--- src/hdl/mftab_pkg.sv ---
// Shared types and constants for the multicast filter mode table.
// No dependencies; compiled first.
package mftab_pkg;

  typedef enum logic [1:0] {
    OP_QUERY = 2'd0,
    OP_SET   = 2'd1,
    OP_TICK  = 2'd2
  } mftab_op_t;

  localparam int unsigned TICKS_PER_TENTH = 100;
  localparam int unsigned COUNT_W         = 23;
  localparam logic [15:0] GMI_RESET       = 16'd2600;
  localparam logic [2:0]  ADDR_GMI_TENTHS = 3'd0;

  // One stored table entry; a cleared word is a free slot.
  typedef struct packed {
    logic               valid;
    logic               timer_on;
    logic [3:0]         iface;
    logic [31:0]        group;
    logic [COUNT_W-1:0] countdown;
  } mftab_entry_t;

  // Commands from the controller to the datapath.
  typedef struct packed {
    logic load;    // latch a new item, clear scan results
    logic rd_en;   // read entry at addr
    logic clear;   // write a free entry at addr
    logic commit;  // final write for a set, load result payload
  } mftab_cmd_t;

endpackage

--- src/hdl/mftab_if.sv ---
// Valid/ready channel interfaces for item and result beats.
// No dependencies.
interface mftab_in_if;
  logic        valid;
  logic        ready;
  logic [1:0]  operation;
  logic [3:0]  iface;
  logic [31:0] group_addr;
  logic        want_include;

  modport source (output valid, operation, iface, group_addr, want_include, input ready);
  modport sink   (input valid, operation, iface, group_addr, want_include, output ready);
endinterface

interface mftab_out_if;
  logic valid;
  logic ready;
  logic include_mode;
  logic status;

  modport source (output valid, include_mode, status, input ready);
  modport sink   (input valid, include_mode, status, output ready);
endinterface

--- src/hdl/multicast_filter_mode_table_core.sv ---
// Top level of the multicast filter mode table: APB register, controller, datapath.
// Depends on mftab_pkg, mftab_if, mftab_ctrl, mftab_dp, mftab_ram.
//
//   channel  dir   handshake          beat
//   item     in    valid/ready        operation, iface, group_addr, want_include
//   result   out   valid/ready        include_mode, status
//   apb      in    psel/penable       gmi_tenths at byte address 0
//
// Every item scans the whole table: one entry is read
// from the single-read-port table RAM per cycle, all entries for every operation.
// After reset a sweep frees all entries; item ready stays low.
// The result sits in an output register; the next item is taken and scanned
// while it waits, and that item's finish stalls until the result slot frees.
module multicast_filter_mode_table_core #(
  parameter int ENTRIES    = 64,
  parameter int INTERFACES = 16
) (
  input  logic        clk,
  input  logic        rst,
  mftab_in_if.sink    item,
  mftab_out_if.source result,
  input  logic        psel,
  input  logic        penable,
  input  logic        pwrite,
  input  logic [2:0]  paddr,
  input  logic [31:0] pwdata,
  output logic [31:0] prdata,
  output logic        pready
);
  import mftab_pkg::*;

  localparam int AW = (ENTRIES > 1) ? $clog2(ENTRIES) : 1;

  logic [15:0]   gmi_tenths;
  mftab_cmd_t    cmd;
  logic [AW-1:0] addr;

  assign pready = 1'b1;
  assign prdata = (paddr == ADDR_GMI_TENTHS) ? {16'd0, gmi_tenths} : 32'd0;

  always_ff @(posedge clk) begin
    if (rst) begin
      gmi_tenths <= GMI_RESET;
    end else if (psel && penable && pwrite && (paddr == ADDR_GMI_TENTHS)) begin
      gmi_tenths <= pwdata[15:0];
    end
  end

  mftab_ctrl #(
    .ENTRIES (ENTRIES)
  ) u_ctrl (
    .clk       (clk),
    .rst       (rst),
    .in_valid  (item.valid),
    .in_ready  (item.ready),
    .out_valid (result.valid),
    .out_ready (result.ready),
    .cmd       (cmd),
    .addr      (addr)
  );

  mftab_dp #(
    .ENTRIES    (ENTRIES),
    .INTERFACES (INTERFACES)
  ) u_dp (
    .clk          (clk),
    .rst          (rst),
    .cmd          (cmd),
    .addr         (addr),
    .gmi_tenths   (gmi_tenths),
    .operation    (item.operation),
    .iface        (item.iface),
    .group_addr   (item.group_addr),
    .want_include (item.want_include),
    .include_mode (result.include_mode),
    .status       (result.status)
  );

endmodule

--- src/hdl/mftab_ram.sv ---
// Generic simple dual-port RAM, one write and one registered read port.
// No dependencies.
module mftab_ram #(
  parameter int WIDTH = 8,
  parameter int DEPTH = 16
) (
  input  logic                                  clk,
  input  logic                                  we,
  input  logic [((DEPTH > 1) ? $clog2(DEPTH) : 1)-1:0] waddr,
  input  logic [WIDTH-1:0]                      wdata,
  input  logic                                  re,
  input  logic [((DEPTH > 1) ? $clog2(DEPTH) : 1)-1:0] raddr,
  output logic [WIDTH-1:0]                      rdata
);

  logic [WIDTH-1:0] mem [DEPTH];

  always_ff @(posedge clk) begin
    if (we) begin
      mem[waddr] <= wdata;
    end
    if (re) begin
      rdata <= mem[raddr];
    end
  end

endmodule

--- src/hdl/mftab_ctrl.sv ---
// Controller: clearing sweep, entry scan sequencing, result beat valid.
// Depends on mftab_pkg.
module mftab_ctrl #(
  parameter int ENTRIES = 64
) (
  input  logic                                      clk,
  input  logic                                      rst,
  input  logic                                      in_valid,
  output logic                                      in_ready,
  output logic                                      out_valid,
  input  logic                                      out_ready,
  output mftab_pkg::mftab_cmd_t                     cmd,
  output logic [((ENTRIES > 1) ? $clog2(ENTRIES) : 1)-1:0] addr
);
  import mftab_pkg::*;

  localparam int AW = (ENTRIES > 1) ? $clog2(ENTRIES) : 1;
  localparam int CW = $clog2(ENTRIES + 1) + 1;

  typedef enum logic [1:0] {
    ST_CLEAR,
    ST_IDLE,
    ST_SCAN,
    ST_FINISH
  } state_t;

  state_t        state;
  logic [CW-1:0] cnt;
  logic          out_free;

  assign out_free = !out_valid || out_ready;
  assign addr     = cnt[AW-1:0];
  assign in_ready = (state == ST_IDLE);

  always_comb begin
    cmd = '0;
    case (state)
      ST_CLEAR:  cmd.clear  = 1'b1;
      ST_IDLE:   cmd.load   = in_valid;
      ST_SCAN:   cmd.rd_en  = (cnt < CW'(ENTRIES));
      ST_FINISH: cmd.commit = out_free;
      default:   cmd = '0;
    endcase
  end

  always_ff @(posedge clk) begin
    if (rst) begin
      state     <= ST_CLEAR;
      cnt       <= '0;
      out_valid <= 1'b0;
    end else begin
      if ((state == ST_FINISH) && out_free) begin
        out_valid <= 1'b1;
      end else if (out_ready) begin
        out_valid <= 1'b0;
      end
      case (state)
        ST_CLEAR: begin
          cnt <= cnt + CW'(1);
          if (cnt == CW'(ENTRIES - 1)) begin
            state <= ST_IDLE;
          end
        end
        ST_IDLE: begin
          cnt <= '0;
          if (in_valid) begin
            state <= ST_SCAN;
          end
        end
        ST_SCAN: begin
          // last read result is checked in the cycle cnt reaches ENTRIES
          cnt <= cnt + CW'(1);
          if (cnt == CW'(ENTRIES)) begin
            state <= ST_FINISH;
          end
        end
        ST_FINISH: begin
          if (out_free) begin
            state <= ST_IDLE;
          end
        end
        default: state <= ST_IDLE;
      endcase
    end
  end

endmodule

--- src/hdl/mftab_dp.sv ---
// Datapath: item registers, entry RAM, match and free-slot search,
// tick write-back, result payload. Depends on mftab_pkg, mftab_ram.
module mftab_dp #(
  parameter int ENTRIES    = 64,
  parameter int INTERFACES = 16
) (
  input  logic                                      clk,
  input  logic                                      rst,
  input  mftab_pkg::mftab_cmd_t                     cmd,
  input  logic [((ENTRIES > 1) ? $clog2(ENTRIES) : 1)-1:0] addr,
  input  logic [15:0]                               gmi_tenths,
  input  logic [1:0]                                operation,
  input  logic [3:0]                                iface,
  input  logic [31:0]                               group_addr,
  input  logic                                      want_include,
  output logic                                      include_mode,
  output logic                                      status
);
  import mftab_pkg::*;

  localparam int AW = (ENTRIES > 1) ? $clog2(ENTRIES) : 1;

  logic [1:0]         op;
  logic [3:0]         ifc;
  logic [31:0]        grp;
  logic               incl;
  logic               set_ok;
  logic               is_tick;
  logic [COUNT_W-1:0] gmi_ticks;

  logic               chk;
  logic [AW-1:0]      chk_addr;
  logic               match_found;
  logic               free_found;
  logic [AW-1:0]      match_idx;
  logic [AW-1:0]      free_idx;

  logic               we;
  logic [AW-1:0]      waddr;
  mftab_entry_t       wdata;
  mftab_entry_t       rd_entry;
  mftab_entry_t       new_entry;
  logic               hit;

  assign is_tick = (op == OP_TICK);
  assign hit     = rd_entry.valid && (rd_entry.iface == ifc) && (rd_entry.group == grp);

  mftab_ram #(
    .WIDTH ($bits(mftab_entry_t)),
    .DEPTH (ENTRIES)
  ) u_ram (
    .clk   (clk),
    .we    (we),
    .waddr (waddr),
    .wdata (wdata),
    .re    (cmd.rd_en),
    .raddr (addr),
    .rdata (rd_entry)
  );

  always_comb begin
    new_entry.valid     = 1'b1;
    new_entry.timer_on  = (ifc != 4'd0);
    new_entry.iface     = ifc;
    new_entry.group     = grp;
    new_entry.countdown = (ifc != 4'd0) ? gmi_ticks : '0;
  end

  always_comb begin
    we    = 1'b0;
    waddr = chk_addr;
    wdata = '0;
    if (cmd.clear) begin
      we    = 1'b1;
      waddr = addr;
    end else if (chk && is_tick && rd_entry.valid && rd_entry.timer_on) begin
      we = 1'b1;
      // countdown of one or less expires: entry freed
      if (rd_entry.countdown > COUNT_W'(1)) begin
        wdata           = rd_entry;
        wdata.countdown = rd_entry.countdown - COUNT_W'(1);
      end
    end else if (cmd.commit && set_ok) begin
      waddr = match_found ? match_idx : free_idx;
      if (incl) begin
        we = match_found;
      end else if (match_found) begin
        // refresh on the local interface leaves the entry as it is
        we    = (ifc != 4'd0);
        wdata = new_entry;
      end else begin
        we    = free_found;
        wdata = new_entry;
      end
    end
  end

  always_ff @(posedge clk) begin
    if (rst) begin
      chk         <= 1'b0;
      match_found <= 1'b0;
      free_found  <= 1'b0;
    end else begin
      chk <= cmd.rd_en;
      if (cmd.load) begin
        match_found <= 1'b0;
        free_found  <= 1'b0;
      end else if (chk && !is_tick) begin
        if (hit) begin
          match_found <= 1'b1;
        end
        if (!rd_entry.valid) begin
          free_found <= 1'b1;
        end
      end
    end
  end

  always_ff @(posedge clk) begin
    chk_addr  <= addr;
    gmi_ticks <= COUNT_W'(32'(gmi_tenths) * TICKS_PER_TENTH);
    if (cmd.load) begin
      op     <= operation;
      ifc    <= iface;
      grp    <= group_addr;
      incl   <= want_include;
      set_ok <= (operation == OP_SET) && (32'(iface) < INTERFACES);
    end
    if (chk && hit && !match_found) begin
      match_idx <= chk_addr;
    end
    if (chk && !rd_entry.valid && !free_found) begin
      free_idx <= chk_addr;
    end
    if (cmd.commit) begin
      if (is_tick) begin
        include_mode <= 1'b1;
        status       <= 1'b0;
      end else if (set_ok) begin
        if (incl) begin
          include_mode <= 1'b1;
          status       <= 1'b0;
        end else if (match_found || free_found) begin
          include_mode <= 1'b0;
          status       <= 1'b0;
        end else begin
          include_mode <= 1'b1;
          status       <= 1'b1;
        end
      end else begin
        include_mode <= !match_found;
        status       <= 1'b0;
      end
    end
  end

endmodule
--- src/flat_wrapper.sv ---
// flat-port wrapper written by rule: the top's interface ports become plain ports
module multicast_filter_mode_table_core_flat import mftab_pkg::*;
#(
  parameter int ENTRIES    = 64,
  parameter int INTERFACES = 16
)
  (clk, rst, psel, penable, pwrite, paddr, pwdata, prdata, pready, item_valid, item_operation, item_iface, item_group_addr, item_want_include, item_ready, result_valid, result_include_mode, result_status, result_ready);
  mftab_in_if item_i ();
  mftab_out_if result_i ();
  input  logic clk;
  input  logic rst;
  input  logic psel;
  input  logic penable;
  input  logic pwrite;
  input  logic [2:0] paddr;
  input  logic [31:0] pwdata;
  output logic [31:0] prdata;
  output logic pready;
  input wire logic [$bits(item_i.valid)-1:0] item_valid;
  input wire logic [$bits(item_i.operation)-1:0] item_operation;
  input wire logic [$bits(item_i.iface)-1:0] item_iface;
  input wire logic [$bits(item_i.group_addr)-1:0] item_group_addr;
  input wire logic [$bits(item_i.want_include)-1:0] item_want_include;
  output wire logic [$bits(item_i.ready)-1:0] item_ready;
  output wire logic [$bits(result_i.valid)-1:0] result_valid;
  output wire logic [$bits(result_i.include_mode)-1:0] result_include_mode;
  output wire logic [$bits(result_i.status)-1:0] result_status;
  input wire logic [$bits(result_i.ready)-1:0] result_ready;
  assign item_i.valid = item_valid;
  assign item_i.operation = item_operation;
  assign item_i.iface = item_iface;
  assign item_i.group_addr = item_group_addr;
  assign item_i.want_include = item_want_include;
  assign item_ready = item_i.ready;
  assign result_valid = result_i.valid;
  assign result_include_mode = result_i.include_mode;
  assign result_status = result_i.status;
  assign result_i.ready = result_ready;
  multicast_filter_mode_table_core #(.ENTRIES(ENTRIES), .INTERFACES(INTERFACES)) u_core (.clk(clk), .rst(rst), .item(item_i), .result(result_i), .psel(psel), .penable(penable), .pwrite(pwrite), .paddr(paddr), .pwdata(pwdata), .prdata(prdata), .pready(pready));
endmodule
--- config.mk ---
export PLATFORM = sky130hd
export DESIGN_NAME = multicast_filter_mode_table_core_flat
export DESIGN_NICKNAME = d
export VERILOG_FILES = /design/src/hdl/mftab_pkg.sv /design/src/hdl/mftab_if.sv /design/src/hdl/multicast_filter_mode_table_core.sv /design/src/hdl/mftab_ram.sv /design/src/hdl/mftab_ctrl.sv /design/src/hdl/mftab_dp.sv /design/src/flat_wrapper.sv
export SDC_FILE = /design/constraint.sdc
export NUM_CORES = 2
export LEC_CHECK = 0
export BUFFER_PORTS_ARGS = -buffer_cell sky130_fd_sc_hd__buf_2
export CAP_MARGIN = 15
export CELL_PAD_IN_SITES_DETAIL_PLACEMENT = 1
export CELL_PAD_IN_SITES_GLOBAL_PLACEMENT = 2
export CORE_ASPECT_RATIO = 0.6
export CORE_MARGIN = 2
export CORE_UTILIZATION = 32
export CTS_CLUSTER_DIAMETER = 50
export DETAILED_ROUTE_END_ITERATION = 16
export PLACE_DENSITY_LB_ADDON = 0.05
export SYNTH_ARGS = -nofsm -noshare
export SYNTH_HDL_FRONTEND = slang
export SYNTH_SLANG_ARGS = --single-unit
--- constraint.sdc ---
create_clock -name clk -period 18.4 [get_ports clk]
set_input_delay 1.84 -clock clk [delete_from_list [all_inputs] [get_ports clk]]
set_output_delay 1.84 -clock clk [all_outputs]
set_load 0.01 [all_outputs]
==> results by group <==
Placement
  – IO buf count: 84
  – Hpwl dp: 294 mm
  – Routability cong.: 0.725
  – Placed Instance Area: 168000 sq um
  – Place WS: 11.29 ns

Worst setup path
  – Kind of critical path: register to register
  – CP Cell Sequence: buf_4, buf_4, buf_4, buf_4, buf_4, mux4_2, mux4_2, a22oi_1, nand2_1
  – CP endpoint kind: register
  – Slowest stage delay, CP: 0.83 ns
  – CP dominant cell by count: buf_4
  – Max Fanout on Critical Path: 49
  – Crit path buffers/inverters: 5
  – Slowest CP cell: buf_4
  – Startpoint types: register
  – Worst endpoint required time: 19.14 ns
  – Crit-path leading delay family: buffers and inverters
  – CP Data Arrival Time: 7.32 ns

STA
  – Worst Slack Setup Final: 11.82 ns
  – Max Fclk: 0.152 GHz
  – Total Neg Setup Slack: 0 ns
  – Slew @ Worst Pin: 1.25 ns
  – RSZ-0062 raised after global routing: no
  – Worst Hold Slack: 0.457 ns
  – Final setup fails: 0
  – Slew HR: 16.7%
  – Fin. max-slew vios: 0
  – Skew final: 0.0568 ns
  – Final Hold Fails: 0
  – Crit path time final: 6.58 ns
  – Period utilization: 35.8%

Synthesis
  – Synth Area in Adders: 0.632%
  – Yosys synthesis warning count: 0
  – FFs w/ async S/R, synth: 0%
  – Simple-gate share of the synthesized area: 1.55%
  – Compound-Gate Fraction of Synth Area: 1.89%
  – Post-Syn Instances: 6915
  – Syn Area/Cell: 22.8 sq um
  – Top post-synthesis cells by area: edfxtp_1 (77%), mux4_2 (16%), mux2i_1 (0.90%), dfxtp_1 (0.72%), nand2_1 (0.51%)
  – Largest area contributor in the netlist: edfxtp_1
  – Synth Register Bits: 4076
  – Unique masters post-synth: 72
  – Post-synth top area share: 76.6%
  – Syn Std Cell Area: 157000 sq um
  – Xor and xnor area share after synthesis: 0.400%
  – Mux share of post-synthesis cell area: 16.8%
  – Largest family of logic cells by synthesized area: multiplexers
  – Seq/Total Area, Yosys: 77.4%
  – Main flop type after synthesis: edfxtp_1
  – Number of synthesized flops with an enable pin: 4019

Die
  – Chip Width: 910 microns
  – # rows: 199
  – Core Area: 490000 sq um
  – Starting Density: 32.1%
  – Die area: 498000 sq um
  – Die Ht: 547 microns
  – IO Count: 118

Clocking
  – CTS Hold Bufs: 0
  – CTS sink cnt: 4076
  – Clock Path Buffers: 4
  – Worst-Skew Late Latency: 1.05 ns
  – TritonCTS Buffers: 437
  – Clock slew at reported path FFs: 0.07 ns
  – CTS tree: yes
  – Post-CTS Resized: 0
  – Htree depth: 5
  – Root Buffer: clkbuf_16
  – Setup Buffers After CTS: 0

Drt
  – Vias: 77500
  – Pre-Repair DR Iteration Count: 6
  – Antenna Violating Nets Remaining: 0
  – Post-DR wirelength/cell: 39.0 microns
  – Post-detailed-routing wire length: 557 mm
  – Vias per cell: 5.42
  – Initial DRC count: 10100
  – Residual DRC: 0

Power
  – Leakage power: 54.1 nW
  – Peak VDD IR: 0.0800 mV
  – Final Power: 19.9 mW
  – Total power density per cell area: 109 nW/um^2

Run status
  – Status: finished clean

Layout
  – Commonest non-fill, non-tap cell in the layout: edfxtp_1
  – Fraction of layout cells with a size suffix above 1: 29.8%
  – Most frequent cells in the layout: edfxtp_1 (4019), mux4_2 (1099), clkbuf_16 (443)
  – Fin area: 183000 sq um
  – Area Growth Syn to Fin: 16.0%
  – Fin nets: 7533

Worst hold path
  – Hold WC Path Type: register to register

GRT
  – Total global-route track usage: 22.0%
  – Largest net degree at the start of global routing: 112
  – Initial antenna violation count: 68
  – Number of global-route vias before repair: 79600
  – First-pass GRT wire length: 741 mm
  – GRT overflow: 0

Run
  – Maxcap violations: 0
==> sequential cells by signal, summed over array words and instances, names as in the netlist <==
| name | count |
|---|---|
| u_core.u_ctrl.out_valid | 1 |
| u_core.u_dp.match_idx | 6 |
| u_core.u_dp.u_ram.mem | 3904 |
| u_core.u_ctrl.cnt | 8 |
| u_core.u_ctrl.state | 2 |
| u_core.u_dp.op | 2 |
| u_core.u_dp.gmi_ticks | 21 |
| u_core.u_dp.grp | 32 |
| u_core.u_dp.incl | 1 |
| u_core.u_dp.chk_addr | 6 |
| u_core.u_dp.include_mode | 1 |
| u_core.u_dp.set_ok | 1 |
| u_core.u_dp.free_idx | 6 |
| u_core.gmi_tenths | 16 |
| u_core.u_dp.u_ram.rdata | 61 |
| u_core.u_dp.status | 1 |
| u_core.u_dp.chk | 1 |
| u_core.u_dp.ifc | 4 |
| u_core.u_dp.match_found | 1 |
| u_core.u_dp.free_found | 1 |
==> cell families (layout without fill, tap and decap cells) <==
family	after synthesis	count (layout)
DFF	4076	4076
muxes	1260	1260
and+or+nand+nor	546	546
AOI/OAI and AO/OA	444	444
buffers and inverters	442	1265
adders and majority gates	73	73
xor gates and xnor gates	72	72
other	2	24
==> Yosys cell counts (4+ instances only) <==
cell type and number:
a31oi_1 5, nand3b_1 8, a221oi_1 28, o21ai_0 51
and2_1 27, o211ai_1 8, nor4_1 11, edfxtp_1 4019
o221ai_1 5, or3_1 5, buf_1 53, dfxtp_1 57
nor2b_1 12, fa_1 11, a21o_1 7, buf_2 117
inv_1 62, xnor2_1 28, a21oi_1 107, o21ai_1 12
nand4_1 12, a2111oi_0 12, or2_2 5, ha_1 62
clkbuf_1 126, xor2_1 44, nor3_1 32, nand2_1 216
mux2i_1 141, buf_6 24, o21a_1 11, a311oi_1 4
o22ai_1 38, nor3b_1 4, a211o_1 6, nor2_1 156
nand2b_1 5, or4_1 4, mux4_2 1099, a211oi_1 33
a22oi_1 93, mux2_2 20, buf_4 57, nand3_1 38
==> worst register-to-register path, cell delays in order (launching register included) <==
cell and delay, ns:
dfxtp_4 0.72, buf_4 0.76, buf_4 0.87, buf_4 0.81
buf_4 0.85, buf_4 0.77, mux4_2 0.50, mux4_2 0.47
a22oi_1 0.42, nand2_1 0.13
==> worst paths after layout <==
kind / slack, ns / end / depth (start not counted) / startpoint
hold / removal: 0.46 / u_core.u_dp.match_idx[5]$_DFFE_PP_ / 0 / u_core.u_dp.chk_addr[5]$_DFF_P_
setup reg to reg: 11.82 / u_core.u_dp.u_ram.rdata[57]$_DFFE_PP_ / 9 / u_core.u_ctrl.cnt[1]$_SDFFE_PP0P_
setup / recovery: 11.82 / u_core.u_dp.u_ram.rdata[57]$_DFFE_PP_ / 9 / u_core.u_ctrl.cnt[1]$_SDFFE_PP0P_
hold reg to reg: 0.46 / u_core.u_dp.match_idx[5]$_DFFE_PP_ / 0 / u_core.u_dp.chk_addr[5]$_DFF_P_
==> metal layers <==
layer	vias to the layer above	GRT usage (%)	routed length, microns
li1	30300	-	-
met1	43900	33.8	261000
met2	2703	33.9	252000
met3	520	3.17	34600
met4	0	3.59	9070
met5	-	0	0
==> stage by stage <==
step           util [%]  instances
2_1_floorplan         -       6930
3_3_place_gp       34.3      13500
3_5_place_dp       34.3      13500
4_1_cts            37.3      14300
5_1_grt            37.3      14300
6_report           37.3      14300
==> final cells by class <==
type | count | area (sq um)
antenna | 7 | 17.5
fill | 46200 | 307000
sequential | 4076 | 122000
tap | 6532 | 8170
timing repair buffer | 388 | 3190
clock buffer | 526 | 11400
inverter | 64 | 240
multi-input combinational | 2412 | 34800
clock inverter | 287 | 3010
==> power breakdown <==
| part | leakage [nW] | total (mW) | switching [mW] | internal, mW |
|---|---|---|---|---|
| combinational | 11.0 | 0.768 | 0.484 | 0.284 |
| sequential | 36.1 | 10.1 | 0.0221 | 10.1 |
| clock | 7.00 | 9.02 | 3.88 | 5.14 |
(Power assumes the default switching activity.)
